<file path="config.mk">
export PLATFORM = sky130hd
export DESIGN_NAME = kwm_ctrl
export DESIGN_NICKNAME = d
export VERILOG_FILES = /design/src/sv/kwm_pkg.sv /design/src/sv/kwm_ctrl.sv
export SDC_FILE = /design/constraint.sdc
export NUM_CORES = 1
export LEC_CHECK = 0
export ABC_CLOCK_PERIOD_IN_PS = 4100
export BUFFER_PORTS_ARGS = -buffer_cell sky130_fd_sc_hd__buf_2
export CAP_MARGIN = 20
export CORE_MARGIN = 2
export CORE_UTILIZATION = 30
export DETAILED_ROUTE_END_ITERATION = 8
export PLACE_DENSITY = 0.61
export SYNTH_ARGS = -nofsm -noshare
export SYNTH_HDL_FRONTEND = slang
export SYNTH_SLANG_ARGS = --single-unit
</file>
<file path="constraint.sdc">
create_clock -name clk -period 4.1 [get_ports clk]
set_clock_uncertainty 0.05 [all_clocks]
set_input_delay 0.205 -clock clk [delete_from_list [all_inputs] [get_ports clk]]
set_output_delay 0.205 -clock clk [all_outputs]
set_load 0.02 [all_outputs]
</file>
<file path="src/sv/kwm_pkg.sv">
// Shared types, constants and control structs for the k-way merge min-heap.
package kwm_pkg;

	localparam int MAX_LISTS  = 256;
	localparam int KEY_BITS   = 32;
	localparam int SRC_BITS   = 8;
	localparam int ADDR_BITS  = $clog2(MAX_LISTS);
	localparam int CNT_BITS   = ADDR_BITS + 1;
	localparam int IDX_BITS   = ADDR_BITS + 2;
	localparam int STS_BITS   = 2;

	localparam logic [STS_BITS-1:0] STS_OK    = 2'd0;
	localparam logic [STS_BITS-1:0] STS_EMPTY = 2'd1;
	localparam logic [STS_BITS-1:0] STS_FULL  = 2'd2;

	localparam logic OP_INSERT  = 1'b0;
	localparam logic OP_EXTRACT = 1'b1;

	typedef struct packed {
		logic signed [KEY_BITS-1:0] key;
		logic [SRC_BITS-1:0]        src;
	} entry_t;

	localparam int ENTRY_BITS = $bits(entry_t);

	typedef enum logic [3:0] {
		ST_IDLE,
		ST_UP_RD,
		ST_UP_CMP,
		ST_EX_ROOT,
		ST_EX_LAST,
		ST_DN_RDL,
		ST_DN_RDR,
		ST_DN_CMP,
		ST_DONE
	} state_t;

	typedef enum logic [2:0] {
		A_ROOT,
		A_LAST,
		A_PARENT,
		A_LEFT,
		A_RIGHT
	} addr_sel_t;

	typedef enum logic [1:0] {
		W_CUR,
		W_RD,
		W_LEFT
	} wr_sel_t;

	typedef enum logic [2:0] {
		P_HOLD,
		P_ZERO,
		P_PARENT,
		P_LEFT,
		P_RIGHT
	} pos_sel_t;

	// Commands from the controller to the datapath.
	typedef struct packed {
		logic                start;
		logic                start_ins;
		logic [STS_BITS-1:0] status_code;
		logic                rd_en;
		addr_sel_t           rd_sel;
		logic                wr_en;
		wr_sel_t             wr_sel;
		pos_sel_t            pos_sel;
		logic                take_root;
		logic                take_last;
		logic                take_left;
		logic                load_out;
	} cmd_t;

	// Status from the datapath to the controller.
	typedef struct packed {
		logic full;
		logic empty;
		logic pos_zero;
		logic up_less;
		logic left_in;
		logic right_in;
		logic go_left;
		logic go_right;
	} sts_t;

endpackage

</file>
<file path="src/sv/kwm_ctrl.sv">
// Controller state machine that sequences inserts, extracts and the sift loops.
module kwm_ctrl import kwm_pkg::*; (
	input  logic clk,
	input  logic arst_n,
	input  logic in_valid,
	output logic in_ready,
	input  logic in_op,
	output logic out_valid,
	input  logic out_ready,
	input  sts_t sts,
	output cmd_t cmd
);

	state_t state_q;
	state_t state_d;
	logic   out_valid_q;
	logic   accept;
	logic   out_free;

	assign in_ready  = (state_q == ST_IDLE);
	assign accept    = in_valid && in_ready;
	assign out_free  = !out_valid_q || out_ready;
	assign out_valid = out_valid_q;

	// Next state.
	always_comb begin
		state_d = state_q;
		unique case (state_q)
			ST_IDLE: begin
				if (accept) begin
					if (in_op == OP_INSERT) begin
						state_d = sts.full ? ST_DONE : ST_UP_RD;
					end else begin
						state_d = sts.empty ? ST_DONE : ST_EX_ROOT;
					end
				end
			end
			ST_UP_RD:   state_d = sts.pos_zero ? ST_DONE : ST_UP_CMP;
			ST_UP_CMP:  state_d = sts.up_less ? ST_UP_RD : ST_DONE;
			ST_EX_ROOT: state_d = ST_EX_LAST;
			ST_EX_LAST: state_d = sts.empty ? ST_DONE : ST_DN_RDL;
			ST_DN_RDL:  state_d = sts.left_in ? ST_DN_RDR : ST_DONE;
			ST_DN_RDR:  state_d = ST_DN_CMP;
			ST_DN_CMP:  state_d = (sts.go_left || sts.go_right) ? ST_DN_RDL : ST_DONE;
			ST_DONE:    state_d = out_free ? ST_IDLE : ST_DONE;
			default:    state_d = ST_IDLE;
		endcase
	end

	// Command outputs.
	always_comb begin
		cmd             = '0;
		cmd.status_code = STS_OK;
		cmd.rd_sel      = A_ROOT;
		cmd.wr_sel      = W_CUR;
		cmd.pos_sel     = P_HOLD;
		unique case (state_q)
			ST_IDLE: begin
				if (accept) begin
					cmd.start = 1'b1;
					if (in_op == OP_INSERT) begin
						if (sts.full) begin
							cmd.status_code = STS_FULL;
						end else begin
							cmd.start_ins = 1'b1;
						end
					end else begin
						if (sts.empty) begin
							cmd.status_code = STS_EMPTY;
						end else begin
							cmd.rd_en  = 1'b1;
							cmd.rd_sel = A_ROOT;
						end
					end
				end
			end
			ST_UP_RD: begin
				if (sts.pos_zero) begin
					cmd.wr_en = 1'b1;
				end else begin
					cmd.rd_en  = 1'b1;
					cmd.rd_sel = A_PARENT;
				end
			end
			ST_UP_CMP: begin
				cmd.wr_en = 1'b1;
				if (sts.up_less) begin
					cmd.wr_sel  = W_RD;
					cmd.pos_sel = P_PARENT;
				end
			end
			ST_EX_ROOT: begin
				cmd.take_root = 1'b1;
				cmd.rd_en     = 1'b1;
				cmd.rd_sel    = A_LAST;
			end
			ST_EX_LAST: begin
				cmd.take_last = 1'b1;
				cmd.pos_sel   = P_ZERO;
			end
			ST_DN_RDL: begin
				if (sts.left_in) begin
					cmd.rd_en  = 1'b1;
					cmd.rd_sel = A_LEFT;
				end else begin
					cmd.wr_en = 1'b1;
				end
			end
			ST_DN_RDR: begin
				cmd.take_left = 1'b1;
				if (sts.right_in) begin
					cmd.rd_en  = 1'b1;
					cmd.rd_sel = A_RIGHT;
				end
			end
			ST_DN_CMP: begin
				cmd.wr_en = 1'b1;
				if (sts.go_right) begin
					cmd.wr_sel  = W_RD;
					cmd.pos_sel = P_RIGHT;
				end else if (sts.go_left) begin
					cmd.wr_sel  = W_LEFT;
					cmd.pos_sel = P_LEFT;
				end
			end
			ST_DONE: begin
				cmd.load_out = out_free;
			end
			default: begin
				cmd.load_out = 1'b0;
			end
		endcase
	end

	// State and output valid registers.
	always_ff @(posedge clk or negedge arst_n) begin
		if (!arst_n) begin
			state_q     <= ST_IDLE;
			out_valid_q <= 1'b0;
		end else begin
			state_q <= state_d;
			if (cmd.load_out) begin
				out_valid_q <= 1'b1;
			end else if (out_ready) begin
				out_valid_q <= 1'b0;
			end
		end
	end

endmodule

</file>
==> metrics.txt <==
# TYPE chip_impl_metric gauge
chip_impl_info{name="result_of_the_run",value="completed"} 1
chip_impl_metric{name="wl_per_cell",unit="um"} 11.5
chip_impl_metric{name="p_leak",unit="nW"} 0.415
chip_impl_metric{name="cp_data_required_time",unit="ns"} 3.85
chip_impl_info{name="critical_path_source_type",value="register"} 1
chip_impl_metric{name="postLayoutCoreUtil",unit="%"} 41.3
chip_impl_metric{name="post_synth_instance_area",unit="um^2"} 597
chip_impl_info{name="cp_top_family",value="flip-flops"} 1
chip_impl_metric{name="wire_length_of_the_first_global_routing_pass",unit="mm"} 2.55
chip_impl_info{name="worst-setup-path-type",value="register to output port"} 1
chip_impl_metric{name="postSynthAreaPerCell",unit="um^2"} 7.65
chip_impl_metric{name="route.detailed.drc",unit=""} 0
chip_impl_metric{name="place.detailed.instances",unit=""} 133
chip_impl_metric{name="fp.dieW",unit="um"} 48.6
chip_impl_metric{name="clock-sinks",unit=""} 5
chip_impl_metric{name="num-fill-cells",unit=""} 223
chip_impl_metric{name="drt-vias-per-instance",unit=""} 4.85
chip_impl_metric{name="cts_inserted_buffers",unit=""} 3
chip_impl_metric{name="max_freq",unit="MHz"} 487
chip_impl_metric{name="portBuffers",unit=""} 32
chip_impl_metric{name="cp_num_buf_inv",unit=""} 2
chip_impl_metric{name="placeableCoreArea",unit="um^2"} 1920
chip_impl_metric{name="die_area",unit="um^2"} 2360
chip_impl_metric{name="comb_power_share",unit="%"} 61.6
chip_impl_metric{name="crit_path_max_incr_delay",unit="ns"} 0.63
chip_impl_info{name="setup.worst_path.end_class",value="output port"} 1
chip_impl_metric{name="drt.antenna.violating_nets",unit=""} 0
chip_impl_metric{name="clkPwrFrac",unit="%"} 12.2
chip_impl_metric{name="layout.area.seq",unit="um^2"} 125
chip_impl_metric{name="synth_compound_gate_area_share",unit="%"} 18.4
chip_impl_metric{name="tightestPinTransition",unit="ns"} 0.499
chip_impl_metric{name="synth.top_cell.area_share",unit="%"} 21.0
chip_impl_metric{name="layoutNonFillerInstCount",unit=""} 138
chip_impl_metric{name="multi_input_comb_area",unit="um^2"} 415
chip_impl_info{name="setup_repair_after_global_routing_missed_its_margin",value="no"} 1
chip_impl_metric{name="number_of_flops_mapped_to_enable_cells_by_yosys",unit=""} 0
chip_impl_metric{name="synth_seq_area_share",unit="%"} 21.0
chip_impl_metric{name="slew_viol_final",unit=""} 0
chip_impl_info{name="cp_cell_sequence",value="mux2i_1 -> nand2b_1 -> inv_1 -> a311o_1 -> buf_2"} 1
chip_impl_metric{name="synth-seq-cells",unit=""} 5
chip_impl_metric{name="final_nets",unit=""} 125
chip_impl_metric{name="antenna_diode_instance_count",unit=""} 0
chip_impl_metric{name="power_report.internal_total",unit="mW"} 0.223
chip_impl_metric{name="clockBufferDepth",unit=""} 2
chip_impl_metric{name="detailedRoute.firstPassIterationCount",unit=""} 4
chip_impl_metric{name="layout_min_cycle_time",unit="ns"} 2.05
chip_impl_metric{name="ioPinCount",unit=""} 33
chip_impl_metric{name="slew_headroom",unit="%"} 66.7
chip_impl_metric{name="p_seq_share",unit="%"} 26.2
chip_impl_metric{name="globalRouteTotalUtil",unit="%"} 13.4
chip_impl_metric{name="floorplan.initialDensity",unit="%"} 31.1
chip_impl_metric{name="synth.yosys.warnings",unit=""} 0
chip_impl_metric{name="syn_nets",unit=""} 91
chip_impl_metric{name="yosys-mux-area-fraction",unit="%"} 7.97
chip_impl_metric{name="routed-via-count",unit=""} 669
chip_impl_metric{name="num_rows",unit=""} 16
chip_impl_info{name="cts_tree",value="yes"} 1
chip_impl_metric{name="fraction_of_synthesized_cell_area_in_xor_and_xnor_cells",unit="%"} 0
chip_impl_info{name="synth_top_area_cell",value="sky130_fd_sc_hd__dfrtp_1"} 1
chip_impl_metric{name="ctsResizeCount",unit=""} 0
chip_impl_metric{name="vdd_drop_max",unit="V"} 0.000296
chip_impl_metric{name="area_overhead_vs_synth",unit="%"} 32.9
chip_impl_metric{name="die_h",unit="um"} 48.6
chip_impl_info{name="synth_flop_cell",value="sky130_fd_sc_hd__dfrtp_1"} 1
chip_impl_info{name="min-delay-path-class",value="input pin to register"} 1
chip_impl_metric{name="setup_total_negative_slack",unit="ns"} 0
chip_impl_metric{name="globalplace.congestion",unit=""} 0.776
chip_impl_metric{name="power-per-cell-area",unit="nW/um^2"} 578
chip_impl_metric{name="switching_share",unit="%"} 51.4
chip_impl_metric{name="grt_start_max_net_pins",unit=""} 16
chip_impl_metric{name="post_layout_power",unit="mW"} 0.458
chip_impl_metric{name="crit_arrival",unit="ns"} 1.80
chip_impl_metric{name="synth_fa_ha_area_share",unit="%"} 0
chip_impl_metric{name="worst_skew_pair.late_latency",unit="ns"} 0.24
chip_impl_metric{name="grt.overflow.total",unit=""} 0
chip_impl_metric{name="power.switching",unit="mW"} 0.235
chip_impl_metric{name="clk_pin_slew",unit="ns"} 0.04
chip_impl_metric{name="antenna_violations_before_repair",unit=""} 0
chip_impl_info{name="post-synth-top-count-cell",value="sky130_fd_sc_hd__nor2_1"} 1
chip_impl_metric{name="timing_hold_violations_final",unit=""} 0
chip_impl_info{name="clockRootBuffer",value="sky130_fd_sc_hd__clkbuf_4"} 1
chip_impl_metric{name="drive_gt1_share",unit="%"} 38.7
chip_impl_metric{name="post-route-period-util",unit="%"} 50.1
chip_impl_metric{name="setup_violating_endpoint_count_in_the_final_report",unit=""} 0
chip_impl_info{name="timing.critical_path.slowest_stage_cell",value="sky130_fd_sc_hd__dfrtp_1"} 1
chip_impl_info{name="synth.area.top_cells",value="sky130_fd_sc_hd__dfrtp_1, sky130_fd_sc_hd__nor2_1, sky130_fd_sc_hd__a21oi_1"} 1
chip_impl_metric{name="synth.lib_cells_used.distinct",unit=""} 33
chip_impl_metric{name="postSynthCellCount",unit=""} 78
chip_impl_metric{name="synthSimpleGateAreaFrac",unit="%"} 43.2
chip_impl_metric{name="first_iter_violations",unit=""} 21
chip_impl_metric{name="drv_cap",unit=""} 0
chip_impl_metric{name="vias_in_the_first_global_route",unit=""} 580
chip_impl_metric{name="postSynth.asyncResetShare",unit="%"} 100
chip_impl_metric{name="crit_path_max_fanout",unit=""} 14
chip_impl_metric{name="cts_h_tree_depth",unit=""} 1
chip_impl_metric{name="wirelength",unit="mm"} 1.58
chip_impl_metric{name="detailed_place_hpwl",unit="mm"} 1.27
chip_impl_info{name="main_combinational_cell_family_by_area_after_synthesis",value="simple AND/OR/NAND/NOR gates"} 1
chip_impl_info{name="synth.cells.most_frequent",value="sky130_fd_sc_hd__nor2_1, sky130_fd_sc_hd__a21oi_1, sky130_fd_sc_hd__nand2_1"} 1
-- sequential cells by signal, indices dropped and copies added (netlist names) --
signal / flops
out_valid: 1
state_q: 4
-- power groups by stage --
stage	sequential [mW]	combinational (mW)	clock, mW
6_report	0.120	0.282	0.0559
5_1_grt	0.125	0.305	0.0656
4_1_cts	0.118	0.283	0.0589
3_5_place_dp	0.119	0.281	0
3_3_place_gp	0.118	0.280	0
2_1_floorplan	0.0910	0.244	0
-- final cells by class --
cell class	instances	share of cell area, %
multi-input cells	63	52.4
flip-flops and latches	5	15.8
well taps	27	4.26
inverters	6	2.84
repair buffers	33	21.5
clock buffers	4	3.31
-- cells in the final DEF (no fill, tap or decap), drive strengths merged --
master and n:
buf 32, nor2 9, nand2 7, a21oi 6, inv 6, dfrtp 5
nor2b 4, nand2b 4, nor3 4, o21ai 4, clkbuf 4, mux2 3
and3 2, nand3 2, nand3b 2, o2bb2ai 2, nor4b 2, or2 2
and2b 1, and2 1, nor4 1, mux2i 1, nor3b 1, a311o 1
o31ai 1, a31o 1, a31oi 1, a222oi 1, dlygate4sd3 1
-- logic make-up after synthesis --
logic type / Yosys count
compound gates: 17
buf+inv: 10
flops: 5
mux: 4
simple gates: 42
-- metal layers --
metal | global-route usage (%) | wire length (um) | vias to the layer above
met5 | 0 | 0 | -
met4 | 8.10 | 0 | 0
met3 | 1.54 | 54 | 0
met2 | 21.2 | 776 | 17
met1 | 17.5 | 752 | 309
li1 | - | - | 343
-- metrics by stage --
step	setup WS, ns	cell area (um^2)	hold slack [ns]
after floorplan	2.18	597	-0.141
after global placement	2.36	757	-0.0292
after detailed placement	2.32	757	-0.0284
after CTS	2.05	793	0.133
after global routing	1.93	793	0.159
final	2.05	793	0.146
-- path summary, 6_finish.rpt --
kind,to,depth (start not counted),start,slack [ns]
setup / recovery,cmd[13],5,state_q[2],2.05
hold / removal,out_valid,2,out_ready,0.15
setup reg to reg,state_q[1],3,state_q[2],2.60
hold reg to reg,out_valid,2,out_valid,0.54
max in group asynchronous,state_q[1],2,arst_n,3.62
min in group asynchronous,out_valid,2,arst_n,0.25
-- repair_timing --
item | 4_1_cts | 5_1_grt
hold endpoints to repair | 5 | 0
buffers inserted | 0 | 0
hold buffers | 1 | 0
endpoints found under the setup margin | 0 | 0
Power figures use the tool's default switching activity.
